### config.mk
export PLATFORM = sky130hd
export DESIGN_NAME = escaped_frame_deframer_crc16_core
export DESIGN_NICKNAME = d
export VERILOG_FILES = /design/src/hdl/efd_pkg.sv /design/src/hdl/efd_cfg_regs.sv /design/src/hdl/efd_parser.sv /design/src/hdl/efd_out_buf.sv /design/src/hdl/escaped_frame_deframer_crc16_core.sv
export SDC_FILE = /design/constraint.sdc
export NUM_CORES = 1
export LEC_CHECK = 0
export BUFFER_PORTS_ARGS = -buffer_cell sky130_fd_sc_hd__buf_2
export CAP_MARGIN = 20
export CORE_MARGIN = 1.5
export CORE_UTILIZATION = 30
export DETAILED_ROUTE_END_ITERATION = 8
export MAX_ROUTING_LAYER = met4
export SLEW_MARGIN = 5
export SYNTH_ARGS = -nofsm -noshare
export SYNTH_HDL_FRONTEND = slang
export SYNTH_SLANG_ARGS = --single-unit
### constraint.sdc
create_clock -name clk_i -period 24.3 [get_ports clk_i]
set_clock_uncertainty 0.15 [all_clocks]
set_input_delay 3.645 -clock clk_i [delete_from_list [all_inputs] [get_ports clk_i]]
set_output_delay 3.645 -clock clk_i [all_outputs]
set_load 0.01 [all_outputs]
### src/hdl/efd_pkg.sv
// ----------------------------------------------------------------------------
// efd_pkg: shared types and constants of the escaped frame deframer
// Mode and status codes, register indexes, configuration and result
// records, and the byte-wide CRC-16 update.
// ----------------------------------------------------------------------------
package efd_pkg;

  localparam int unsigned BODY_DEPTH   = 1024;
  localparam int unsigned HEADER_BYTES = 12;
  localparam int unsigned HDR_IDX_W    = $clog2(HEADER_BYTES);

  // Largest body length the counters can carry
  localparam int unsigned BODY_CAP = 1024;
  localparam logic [10:0] BODY_LIMIT =
      11'((BODY_DEPTH < BODY_CAP) ? BODY_DEPTH : BODY_CAP);

  localparam logic [15:0] CRC_INIT    = 16'hFFFF;
  localparam logic [15:0] CRC_RESIDUE = 16'h0000;
  localparam logic [15:0] CRC_POLY    = 16'h1021;

  // Minimum body lengths: header plus CRC, with and without timestamp
  localparam logic [10:0] MIN_LEN    = 11'(8 + 2);
  localparam logic [10:0] MIN_LEN_TS = 11'(8 + 4 + 2);
  localparam logic [10:0] HDR_LEN    = 11'd8;
  localparam logic [10:0] HDR_LEN_TS = 11'd12;
  localparam logic [10:0] CRC_LEN    = 11'd2;

  typedef enum logic [1:0] {
    MODE_HUNT0,
    MODE_HUNT1,
    MODE_BODY
  } mode_e;

  typedef enum logic [2:0] {
    STAT_OK,
    STAT_SHORT,
    STAT_CRC,
    STAT_BAD_ESC,
    STAT_OVERFLOW,
    STAT_LEN_MISMATCH
  } status_e;

  typedef enum logic [2:0] {
    CFG_START_FIRST,
    CFG_START_SECOND,
    CFG_END_MARK,
    CFG_ESC_MARK,
    CFG_ESC_END_CODE,
    CFG_ESC_ESC_CODE,
    CFG_TS_MASK,
    CFG_MAX_LEN
  } cfg_idx_e;

  typedef enum logic {
    KIND_DATA,
    KIND_END
  } kind_e;

  typedef struct packed {
    logic [7:0]  start_first;
    logic [7:0]  start_second;
    logic [7:0]  end_mark;
    logic [7:0]  esc_mark;
    logic [7:0]  esc_end_code;
    logic [7:0]  esc_esc_code;
    logic [7:0]  ts_mask;
    logic [10:0] max_len;
  } cfg_t;

  typedef struct packed {
    kind_e       kind;
    logic [7:0]  data_byte;
    logic [9:0]  byte_index;
    logic [2:0]  status;
    logic [10:0] frame_length;
    logic [7:0]  version;
    logic [7:0]  flags;
    logic [15:0] seq_num;
    logic [7:0]  command;
    logic [7:0]  channel;
    logic [15:0] declared_len;
    logic [31:0] timestamp;
  } res_t;

  // CRC-16/CCITT-FALSE, one byte, MSB first
  function automatic logic [15:0] crc16_byte(input logic [15:0] c, input logic [7:0] b);
    logic [15:0] v;
    v = c ^ {b, 8'h00};
    for (int i = 0; i < 8; i++) begin
      v = v[15] ? ((v << 1) ^ CRC_POLY) : (v << 1);
    end
    return v;
  endfunction

endpackage

### src/hdl/efd_cfg_regs.sv
// ----------------------------------------------------------------------------
// efd_cfg_regs: configuration register bank
// Write-only registers loaded from the plain write port.
// ----------------------------------------------------------------------------
module efd_cfg_regs (
  input  logic               clk_i,
  input  logic               rst_ni,
  input  logic               cfg_we_i,
  input  logic [2:0]         cfg_idx_i,
  input  logic [10:0]        cfg_data_i,
  output efd_pkg::cfg_t      cfg_o
);

  efd_pkg::cfg_t cfg_q, cfg_d;

  always_comb begin
    cfg_d = cfg_q;
    if (cfg_we_i) begin
      case (efd_pkg::cfg_idx_e'(cfg_idx_i))
        efd_pkg::CFG_START_FIRST:  cfg_d.start_first  = cfg_data_i[7:0];
        efd_pkg::CFG_START_SECOND: cfg_d.start_second = cfg_data_i[7:0];
        efd_pkg::CFG_END_MARK:     cfg_d.end_mark     = cfg_data_i[7:0];
        efd_pkg::CFG_ESC_MARK:     cfg_d.esc_mark     = cfg_data_i[7:0];
        efd_pkg::CFG_ESC_END_CODE: cfg_d.esc_end_code = cfg_data_i[7:0];
        efd_pkg::CFG_ESC_ESC_CODE: cfg_d.esc_esc_code = cfg_data_i[7:0];
        efd_pkg::CFG_TS_MASK:      cfg_d.ts_mask      = cfg_data_i[7:0];
        efd_pkg::CFG_MAX_LEN:      cfg_d.max_len      = cfg_data_i;
        default: ;
      endcase
    end
  end

  always_ff @(posedge clk_i or negedge rst_ni) begin
    if (!rst_ni) begin
      cfg_q.start_first  <= 8'hAA;
      cfg_q.start_second <= 8'h55;
      cfg_q.end_mark     <= 8'h7E;
      cfg_q.esc_mark     <= 8'h7D;
      cfg_q.esc_end_code <= 8'h5E;
      cfg_q.esc_esc_code <= 8'h5D;
      cfg_q.ts_mask      <= 8'h01;
      cfg_q.max_len      <= 11'd1024;
    end else begin
      cfg_q <= cfg_d;
    end
  end

  assign cfg_o = cfg_q;

endmodule

### src/hdl/efd_parser.sv
// ----------------------------------------------------------------------------
// efd_parser: start hunt, unescape, CRC and header capture
// Processes one raw byte per accepted transfer and forms at most one result.
// ----------------------------------------------------------------------------
module efd_parser (
  input  logic               clk_i,
  input  logic               rst_ni,
  input  efd_pkg::cfg_t      cfg_i,
  input  logic               accept_i,
  input  logic [7:0]         byte_i,
  output logic               push_o,
  output efd_pkg::res_t      res_o
);

  efd_pkg::mode_e mode_q, mode_d;
  logic           esc_q, esc_d;
  logic [15:0]    crc_q, crc_d;
  logic [10:0]    cnt_q, cnt_d;
  logic [7:0]     hdr_q [efd_pkg::HEADER_BYTES];

  logic [7:0]     ub;
  logic           take;
  logic           is_end;
  logic           emit_data;
  logic           hdr_we;
  logic [2:0]     status;
  logic [2:0]     end_st;
  logic [10:0]    limit;
  logic           ts_flag;
  logic [10:0]    pay_cnt;

  assign limit   = (cfg_i.max_len > efd_pkg::BODY_LIMIT) ? efd_pkg::BODY_LIMIT : cfg_i.max_len;
  assign ts_flag = (hdr_q[1] & cfg_i.ts_mask) != 8'h00;
  assign pay_cnt = cnt_q - efd_pkg::CRC_LEN - (ts_flag ? efd_pkg::HDR_LEN_TS : efd_pkg::HDR_LEN);

  // Status of a frame closed by an end mark
  always_comb begin
    if (cnt_q < efd_pkg::MIN_LEN) begin
      end_st = efd_pkg::STAT_SHORT;
    end else if (crc_q != efd_pkg::CRC_RESIDUE) begin
      end_st = efd_pkg::STAT_CRC;
    end else if (ts_flag && (cnt_q < efd_pkg::MIN_LEN_TS)) begin
      end_st = efd_pkg::STAT_LEN_MISMATCH;
    end else if ({5'b0, pay_cnt} != {hdr_q[6], hdr_q[7]}) begin
      end_st = efd_pkg::STAT_LEN_MISMATCH;
    end else begin
      end_st = efd_pkg::STAT_OK;
    end
  end

  always_comb begin
    mode_d    = mode_q;
    esc_d     = esc_q;
    crc_d     = crc_q;
    cnt_d     = cnt_q;
    ub        = byte_i;
    take      = 1'b0;
    is_end    = 1'b0;
    emit_data = 1'b0;
    hdr_we    = 1'b0;
    status    = efd_pkg::STAT_OK;
    if (accept_i) begin
      case (mode_q)
        efd_pkg::MODE_HUNT0: begin
          if (byte_i == cfg_i.start_first) mode_d = efd_pkg::MODE_HUNT1;
        end
        efd_pkg::MODE_HUNT1: begin
          if (byte_i == cfg_i.start_second) begin
            mode_d = efd_pkg::MODE_BODY;
            esc_d  = 1'b0;
            crc_d  = efd_pkg::CRC_INIT;
            cnt_d  = '0;
          end else if (byte_i != cfg_i.start_first) begin
            mode_d = efd_pkg::MODE_HUNT0;
          end
        end
        efd_pkg::MODE_BODY: begin
          if (!esc_q && (byte_i == cfg_i.end_mark)) begin
            is_end = 1'b1;
            status = end_st;
          end else if (esc_q) begin
            esc_d = 1'b0;
            if (byte_i == cfg_i.esc_end_code) begin
              ub   = cfg_i.end_mark;
              take = 1'b1;
            end else if (byte_i == cfg_i.esc_esc_code) begin
              ub   = cfg_i.esc_mark;
              take = 1'b1;
            end else begin
              is_end = 1'b1;
              status = efd_pkg::STAT_BAD_ESC;
            end
          end else if (byte_i == cfg_i.esc_mark) begin
            esc_d = 1'b1;
          end else begin
            take = 1'b1;
          end
        end
        default: mode_d = efd_pkg::MODE_HUNT0;
      endcase
    end

    if (take) begin
      if (cnt_q >= limit) begin
        is_end = 1'b1;
        status = efd_pkg::STAT_OVERFLOW;
      end else begin
        emit_data = 1'b1;
        crc_d     = efd_pkg::crc16_byte(crc_q, ub);
        cnt_d     = cnt_q + 11'd1;
        hdr_we    = cnt_q < 11'(efd_pkg::HEADER_BYTES);
      end
    end

    // Any frame end drops back to the start hunt
    if (is_end) begin
      mode_d = efd_pkg::MODE_HUNT0;
      esc_d  = 1'b0;
      crc_d  = efd_pkg::CRC_INIT;
      cnt_d  = '0;
    end
  end

  always_comb begin
    res_o = '0;
    if (emit_data) begin
      res_o.kind       = efd_pkg::KIND_DATA;
      res_o.data_byte  = ub;
      res_o.byte_index = cnt_q[9:0];
    end else if (is_end) begin
      res_o.kind         = efd_pkg::KIND_END;
      res_o.status       = status;
      res_o.frame_length = cnt_q;
      if (cnt_q >= efd_pkg::HDR_LEN) begin
        res_o.version      = hdr_q[0];
        res_o.flags        = hdr_q[1];
        res_o.seq_num      = {hdr_q[2], hdr_q[3]};
        res_o.command      = hdr_q[4];
        res_o.channel      = hdr_q[5];
        res_o.declared_len = {hdr_q[6], hdr_q[7]};
        if (ts_flag && (cnt_q >= efd_pkg::HDR_LEN_TS)) begin
          res_o.timestamp = {hdr_q[8], hdr_q[9], hdr_q[10], hdr_q[11]};
        end
      end
    end
  end

  assign push_o = emit_data | is_end;

  always_ff @(posedge clk_i or negedge rst_ni) begin
    if (!rst_ni) begin
      mode_q <= efd_pkg::MODE_HUNT0;
      esc_q  <= 1'b0;
      crc_q  <= efd_pkg::CRC_INIT;
      cnt_q  <= '0;
    end else begin
      mode_q <= mode_d;
      esc_q  <= esc_d;
      crc_q  <= crc_d;
      cnt_q  <= cnt_d;
    end
  end

  // Header bytes hold no reset; each is written before it is read
  always_ff @(posedge clk_i) begin
    if (hdr_we) hdr_q[cnt_q[efd_pkg::HDR_IDX_W-1:0]] <= ub;
  end

endmodule

### src/hdl/efd_out_buf.sv
// ----------------------------------------------------------------------------
// efd_out_buf: result register with skid stage
// Holds results for the master side so input transfers continue while a
// result waits.
// ----------------------------------------------------------------------------
module efd_out_buf (
  input  logic               clk_i,
  input  logic               rst_ni,
  input  logic               push_i,
  input  efd_pkg::res_t      res_i,
  output logic               ready_o,
  output logic               valid_o,
  output efd_pkg::res_t      res_o,
  input  logic               ready_i
);

  logic          out_vld_q, out_vld_d;
  logic          skid_vld_q, skid_vld_d;
  efd_pkg::res_t out_q, out_d;
  efd_pkg::res_t skid_q, skid_d;
  logic          pop;

  assign pop     = out_vld_q & ready_i;
  assign ready_o = ~skid_vld_q;

  always_comb begin
    out_vld_d  = out_vld_q;
    skid_vld_d = skid_vld_q;
    out_d      = out_q;
    skid_d     = skid_q;
    if (!out_vld_q || pop) begin
      if (skid_vld_q) begin
        out_d      = skid_q;
        out_vld_d  = 1'b1;
        skid_vld_d = push_i;
        skid_d     = res_i;
      end else begin
        out_d     = res_i;
        out_vld_d = push_i;
      end
    end else if (push_i) begin
      // Output stalled: park the new result
      skid_d     = res_i;
      skid_vld_d = 1'b1;
    end
  end

  always_ff @(posedge clk_i or negedge rst_ni) begin
    if (!rst_ni) begin
      out_vld_q  <= 1'b0;
      skid_vld_q <= 1'b0;
    end else begin
      out_vld_q  <= out_vld_d;
      skid_vld_q <= skid_vld_d;
    end
  end

  always_ff @(posedge clk_i) begin
    out_q  <= out_d;
    skid_q <= skid_d;
  end

  assign valid_o = out_vld_q;
  assign res_o   = out_q;

endmodule

### src/hdl/escaped_frame_deframer_crc16_core.sv
// Each result is registered in the output buffer before it appears on the
// master side. Throughput: one byte per cycle while the output buffer has
// room, set by the combinational byte CRC update and unescape in the parser;
// a two-entry output buffer keeps input transfers going while a result waits.
// Reset: hunting for the start mark, CRC 0xFFFF, count 0, registers at their
// defaults; header bytes are not cleared.
// ----------------------------------------------------------------------------
// escaped_frame_deframer_crc16_core: byte-stuffed frame deframer
// Hunts the start mark, removes escapes, checks CRC-16 and reports frame end
// with status and decoded header fields.
// ----------------------------------------------------------------------------
module escaped_frame_deframer_crc16_core (
  input  logic          clk_i,
  input  logic          rst_ni,
  input  logic          cfg_we_i,
  input  logic [2:0]    cfg_idx_i,
  input  logic [10:0]   cfg_data_i,
  input  logic          s_axis_tvalid,
  output logic          s_axis_tready,
  input  logic [7:0]    s_axis_tdata,   // [7:0] rx_byte
  output logic          m_axis_tvalid,
  input  logic          m_axis_tready,
  // [7:0] data_byte, [17:8] byte_index, [20:18] status, [31:21] frame_length,
  // [39:32] version, [47:40] flags, [63:48] seq_num, [71:64] command,
  // [79:72] channel, [95:80] declared_len, [127:96] timestamp
  output logic [127:0]  m_axis_tdata,
  output logic [0:0]    m_axis_tuser    // [0] result_kind
);

  efd_pkg::cfg_t cfg;
  efd_pkg::res_t res_new;
  efd_pkg::res_t res_out;
  logic          push;
  logic          accept;

  assign accept = s_axis_tvalid & s_axis_tready;

  efd_cfg_regs u_cfg_regs (
    .clk_i      (clk_i),
    .rst_ni     (rst_ni),
    .cfg_we_i   (cfg_we_i),
    .cfg_idx_i  (cfg_idx_i),
    .cfg_data_i (cfg_data_i),
    .cfg_o      (cfg)
  );

  efd_parser u_parser (
    .clk_i    (clk_i),
    .rst_ni   (rst_ni),
    .cfg_i    (cfg),
    .accept_i (accept),
    .byte_i   (s_axis_tdata),
    .push_o   (push),
    .res_o    (res_new)
  );

  efd_out_buf u_out_buf (
    .clk_i   (clk_i),
    .rst_ni  (rst_ni),
    .push_i  (push),
    .res_i   (res_new),
    .ready_o (s_axis_tready),
    .valid_o (m_axis_tvalid),
    .res_o   (res_out),
    .ready_i (m_axis_tready)
  );

  assign m_axis_tuser = res_out.kind;
  assign m_axis_tdata = {res_out.timestamp,
                         res_out.declared_len,
                         res_out.channel,
                         res_out.command,
                         res_out.seq_num,
                         res_out.flags,
                         res_out.version,
                         res_out.frame_length,
                         res_out.status,
                         res_out.byte_index,
                         res_out.data_byte};

endmodule
# --- Yosys cells after proc, flatten, opt, wreduce, memory -nomap -nowiden ---
# Memory sizes are Yosys's and may differ from the RTL's.
# Cells that the tools add are included.
classes:
  n_addsub: 3
  order_cmp: 7
  n_eq_ne: 23
  muxes: 89
  bitwise_logic: 14
  n_reduce_logical: 24
ops:
  columns: ["op", "n"]
  rows:
  - ["two-way mux 129 bit", 4]
  - ["two-way mux 110 bit", 2]
  - ["two-way mux 13 bit", 8]
  - ["two-way mux 16 bit", 6]
  - ["two-way mux 96 bit", 1]
  - ["two-way mux 11 bit", 7]
  - ["== test 8 bit", 6]
  - ["two-way mux 8 bit", 6]
  - ["two-way mux 3 bit", 12]
  - ["less-than comparator 11 x 4 -> 1 bit, second input constant", 3]
  - ["two-way mux 1 bit", 33]
  - ["two-way mux 32 bit", 1]
  - ["inverter 3 bit", 8]
  - ["greater-or-equal comparator 11 x 4 -> 1 bit, second input constant", 2]
  - ["two-way mux 18 bit", 1]
  - ["AND reduction 2 bit", 9]
  - ["inequality test 11 x 16 -> 1 bit", 1]
  - ["nonzero test 16 bit", 1]
  - ["XOR 16 bit", 1]
  - ["== test 3 bit, second input constant", 4]
  - ["two-way mux 2 bit", 6]
  - ["adder 11 x 1 -> 11 bit, second input constant", 1]
  - ["greater-or-equal comparator 11 bit", 1]
  - ["> comparator 11 bit, second input constant", 1]
  - ["26 further kinds", 35]
totals:
  register_bits: 357
  mem_bits_rw: 96
  inputBits: 27
  output_inout_bits: 131
  memories: 1
memory_table:
  columns: ["memory", "words", "width", "rd", "rd_ports_with_merged_regs", "write_ports", "line_no", "text"]
  rows:
  - ["u_parser.hdr_q", 12, 8, 12, 0, 1, "efd_parser.sv:19", "logic [7:0] hdr_q [efd_pkg::HEADER_BYTES];"]

# --- Depth between registers and ports, before layout ---
depth:
  depth_word: 27
  depth_mapped: 13
  ltp_nobuf: 13

# --- Modules after synthesis ---
# From an unflattened synthesis, not the netlist that was laid out.
unflattened:
  hier_cells: 1289
  hier_area_um2: 20025.5
modules_own_cells:
  columns: ["module", "instances", "cells_per_inst", "area_each_um2", "seq_area_each_um2"]
  rows:
  - ["efd_out_buf", 1, 410, 9675.5, 7797.5]
  - ["efd_parser", 1, 728, 7737.4, 3653.5]
  - ["efd_cfg_regs", 1, 150, 2606.2, 1716.6]
  - ["escaped_frame_deframer_crc16_core", 1, 1, 6.3, 0.0]

# --- Least setup slack after synthesis ---
# Ideal clock, no wire load.
synth_path:
  path_kind: "input-to-reg"
  startpoint: "input s_axis_tdata[3]"
  endpoint: "register u_out_buf.skid_q[0] (netlist name), enable pin"
  setup_time_ps: 660
  arrival_ps: 11541
  required_ps: 23490
  path_slack_ps: 11949
  path_stages: 9
  n_path_buf: 2
  cell_sequence: "buf_4 > xor2_1 > nor4_1 > nand3_1 > o31a_1 > nor2_1 > clkbuf_1 > nor2_1 > a21oi_1"
synth_between:
  elab_chain_cells: 12
  elab_cells_between_ends: 24
  cone_classes: "eq/ne: 4; mux: 16; bitwise: 1; reduce/logical: 3"
synth_rtl:
  columns: ["element", "line_no", "text"]
  rows:
  - ["start: declaration", "escaped_frame_deframer_crc16_core.sv:20", "input logic [7:0] s_axis_tdata,"]
  - ["== test 8 bit", "efd_parser.sv:86", "end else if (byte_i == cfg_i.esc_esc_code) begin"]
  - ["two-way mux 1 bit", "efd_parser.sv:86", null]
  - ["two-way mux 1 bit", "efd_parser.sv:83", "if (byte_i == cfg_i.esc_end_code) begin"]
  - ["two-way mux 1 bit", "efd_parser.sv:81", "end else if (esc_q) begin"]
  - ["two-way mux 1 bit", "efd_parser.sv:78", "if (!esc_q && (byte_i == cfg_i.end_mark)) begin"]
  - ["two-way mux 1 bit", "efd_parser.sv:63", "case (mode_q)"]
  - ["two-way mux 1 bit", "efd_parser.sv:62", "if (accept_i) begin"]
  - ["two-way mux 1 bit", "efd_parser.sv:104", "if (cnt_q >= limit) begin"]
  - ["two-way mux 1 bit", "efd_parser.sv:103", "if (take) begin"]
  - ["OR 1 bit (*)", "efd_parser.sv:148", "assign push_o = emit_data | is_end;"]
  - ["nonzero test 2 bit (no source line) (*)", null, null]
  - ["AND reduction 2 bit (no source line) (*)", null, null]
  - ["end signal: assignment", "efd_out_buf.sv:60", "skid_q <= skid_d;"]
  - ["end: declaration", "efd_out_buf.sv:20", "efd_pkg::res_t skid_q, skid_d;"]
# Every way passes the cells marked *; elsewhere a longest branch is shown, timed or not.
# A chain may end at the register's enable or synchronous reset.

# --- Worst setup path after layout ---
layout_path:
  startpoint: "input s_axis_tdata[3]"
  endpoint: "register u_out_buf.skid_q[120] (netlist name), enable pin"
# Same word-level chain as after synthesis.

==> impl_metrics.env <==
export IMPL_grt_util_all_layers_pct=14.6
export IMPL_synth_edff_count=354
export IMPL_status="completed"
export IMPL_fp_dieH_um=257
export IMPL_synth_nets=1360
export IMPL_ir_drop_mv=0.0541
export IMPL_cp_arrival_ns=7.18
export IMPL_boundaryPins=158
export IMPL_max_cap_viol_count=0
export IMPL_cp_start_kind="primary input"
export IMPL_grt_pass1_vias=11400
export IMPL_async_flop_share_pct=21.9
export IMPL_final_cells=2348
export IMPL_cts_buffers=47
export IMPL_crit_path_frequent_cell="buf_4"
export IMPL_cts_resized=0
export IMPL_start_util_pct=30.5
export IMPL_numPortBuffers=157
export IMPL_dp_slack_ns=16.61
export IMPL_grt_antenna_before_repair=1
export IMPL_clockBufferDepth=3
export IMPL_clk_pin_slew_ns=0.06
export IMPL_root_buffer="clkbuf_16"
export IMPL_vias=11300
export IMPL_fin_crit_sh_pct=29.3
export IMPL_yosys_warnings=0
export IMPL_setup_viol=0
export IMPL_cp_max_fo=71
export IMPL_n_antenna_cell=0
export IMPL_wl_per_cell_um=20.1
export IMPL_gp_congestion=0.875
export IMPL_crit_slowest_cell="buf_4"
export IMPL_fin_ws_ns=17.17
export IMPL_synthToLayoutAreaGrowth_pct=16.7
export IMPL_rows=92
export IMPL_seq_area_frac_synth_pct=68.3
export IMPL_yosysUniqueCellTypes=74
export IMPL_min_path_type="register to register"
export IMPL_synth_seq_cells=453
export IMPL_route_antenna_remaining_nets=0
export IMPL_grt_max_degree=93
export IMPL_crit_buf_inv=4
export IMPL_dpl_cell_count=2260
export IMPL_grt_pass1_wl_um=71900
export IMPL_fin_area_mm2=0.0225
export IMPL_first_pass_iters=5
export IMPL_avgViaCountPerCell=4.82
export IMPL_leakage_nw=9.46
export IMPL_clock_sinks=453
export IMPL_critPathCaptureType="register"
export IMPL_fin_crit_ns=7.13
export IMPL_cts_tree="built"
export IMPL_clk_latency_ns=0.59
export IMPL_slew_viol_final=0
export IMPL_grt_overflow=0
export IMPL_path_delay_family="buffers and inverters"
export IMPL_route_detailed_drc=0
export IMPL_drive_gt1_share_pct=25.6
export IMPL_path_cells="buf_2, xor2_1, nor4_1, nand3_1, o31a_1, nor2_1, buf_4, nor2_1, a21oi_4, buf_4, buf_4"
export IMPL_synth_cells=1308
export IMPL_syn_avg_cell_area_um2=14.7
export IMPL_totalNegativeSetupSlack_ns=0
export IMPL_place_hpwl_um=32000
export IMPL_netlist_area_mm2=0.0193
export IMPL_fin_nets=1515
export IMPL_final_util_pct=35.6
export IMPL_yosysTopAreaCell="edfxtp_1"
export IMPL_cts_max_level=2
export IMPL_power_density_mw_per_mm2=81.0
export IMPL_maxSlewHeadroom_pct=30.8
export IMPL_fmax_mhz=140
export IMPL_fp_dieArea_mm2=0.0658
export IMPL_postCtsSetupRepairBufs=0
export IMPL_crit_required_ns=24.35
export IMPL_hold_buffers=0
export IMPL_yosys_most_used_dff="edfxtp_1"
export IMPL_critical_path_class="primary input to register"
export IMPL_max_stage_delay_ns=0.87
export IMPL_tightest_slew_ns=1.04
export IMPL_hold_viol=0
export IMPL_grt_setup_unrepaired="false"
export IMPL_design_core_area_mm2=0.0633
export IMPL_drtIter0Drc=755
export IMPL_synth_top_area_share_pct=55.1
export IMPL_die_w_um=257
export IMPL_yosys_top_cells_area="edfxtp_1, dfrtp_1, dfstp_2"
export IMPL_place_area_mm2=0.0209
export IMPL_drt_total_wl_um=47100
## Yosys cell counts (4+ instances only)
| cell | number |
|---|---|
| a211oi_1 | 13 |
| buf_4 | 6 |
| xnor3_1 | 5 |
| nor2_1 | 36 |
| mux2_2 | 68 |
| inv_1 | 32 |
| nor4_1 | 17 |
| nand2_1 | 33 |
| a221o_1 | 5 |
| nand3_1 | 13 |
| nor2b_1 | 4 |
| xor2_1 | 30 |
| a21o_1 | 104 |
| nor3b_1 | 8 |
| and2_1 | 126 |
| clkbuf_1 | 34 |
| a21oi_1 | 29 |
| buf_2 | 19 |
| a22oi_1 | 4 |
| nand4_1 | 11 |
| dfrtp_1 | 51 |
| nand3b_1 | 6 |
| and3_1 | 15 |
| o22ai_1 | 10 |
| ha_1 | 25 |
| o21ai_0 | 25 |
| edfxtp_1 | 354 |
| dfstp_2 | 48 |
| xnor2_1 | 32 |
| a22o_1 | 34 |
| buf_6 | 4 |
| o21a_1 | 5 |
| nand2b_1 | 7 |
| nor3_1 | 27 |
| o211ai_1 | 5 |
## power breakdown
part	leakage (nW)	internal (mW)	switching [mW]
Clock	0.765	0.418	0.309
Sequential	4.60	0.880	0.0373
Combinational	4.09	0.0844	0.0934
Total	9.46	1.38	0.439
## flip-flops by register name, indices dropped and copies added (netlist names)
name,cells
u_parser.hdr_q,96
u_out_buf.skid_q,129
u_parser.esc_q,1
u_parser.mode_q,2
u_out_buf.res_o,129
u_cfg_regs.cfg_o,67
u_out_buf.valid_o,1
u_parser.cnt_q,11
u_parser.crc_q,16
u_out_buf.skid_vld_q,1
## layout make-up
type | count | area (um^2)
Inverter | 35 | 136
Tap cell | 846 | 1060
Clock buffer | 58 | 1270
Fill cell | 6144 | 40800
Clock inverter | 30 | 304
Multi-Input combinational cell | 756 | 5690
Timing Repair Buffer | 170 | 882
Sequential cell | 453 | 13200
## worst register-to-register path, delay by kind of cell (launching register included)
family | cells | cell delay [ns]
flops | 1 | 0.55
simple gates | 3 | 0.75
fa+ha+maj | 1 | 0.24
compound gates | 6 | 2.58
buf+inv | 2 | 0.42
## worst paths after layout
kind	cells after the start	to	slack, ns	start
max	11	u_out_buf.skid_q[120]	17.17	s_axis_tdata[3]
min	1	u_cfg_regs.cfg_o[0]	0.35	u_cfg_regs.cfg_o[0]
max reg2reg	12	u_parser.hdr_q[4][5]	19.29	u_cfg_regs.cfg_o[10]
min reg2reg	1	u_cfg_regs.cfg_o[0]	0.35	u_cfg_regs.cfg_o[0]
max in group asynchronous	2	u_cfg_regs.cfg_o[14]	19.88	rst_ni
min in group asynchronous	1	u_out_buf.valid_o	2.85	rst_ni
## cells by family after synthesis
group | after synthesis | share of synthesized area [%]
multiplexers | 68 | 3.97
adder cells (fa/ha/maj) | 25 | 1.62
XOR/XNOR | 70 | 3.69
AO/OA/AOI/OAI | 271 | 10.6
flip-flops | 453 | 68.3
AND/OR/NAND/NOR | 322 | 9.55
buffers and inverters | 99 | 2.32
## metrics by stage
step                power [mW]  hold slack [ns]
global placement          1.11            0.337
CTS                       1.84            0.358
finish                    1.82            0.353
detailed placement        1.11            0.344
floorplan                 1.05            0.321
global route              1.90            0.381
## layout by cell type, fill, tap and decap left out, types with 6 or more instances in the layout
cell	instances
clkinv_2	11
edfxtp_1	354
nand4_1	11
and2_1	126
nand2b_1	7
clkbuf_1	7
and3_1	14
nand3_1	13
mux2_2	68
nand3b_1	6
a21oi_1	28
o22ai_1	10
ha_1	25
a211oi_1	13
xor2_1	30
nor2_1	36
clkinv_1	9
dfrtp_1	50
dfstp_2	48
buf_2	156
nor4_1	17
nand2_1	33
o21ai_0	25
xnor2_1	32
a21o_1	104
a22o_1	34
inv_1	31
nor3_1	27
nor3b_1	8
clkbuf_16	48
buf_4	13
## per-layer routing
layer	global-route usage, %	part of all wire, %
met3	2.60	5.3
met5	-	0
met1	19.3	45
met2	23.6	49
met4	2.99	1.5
No activity file was read; power rests on OpenSTA's default activity.
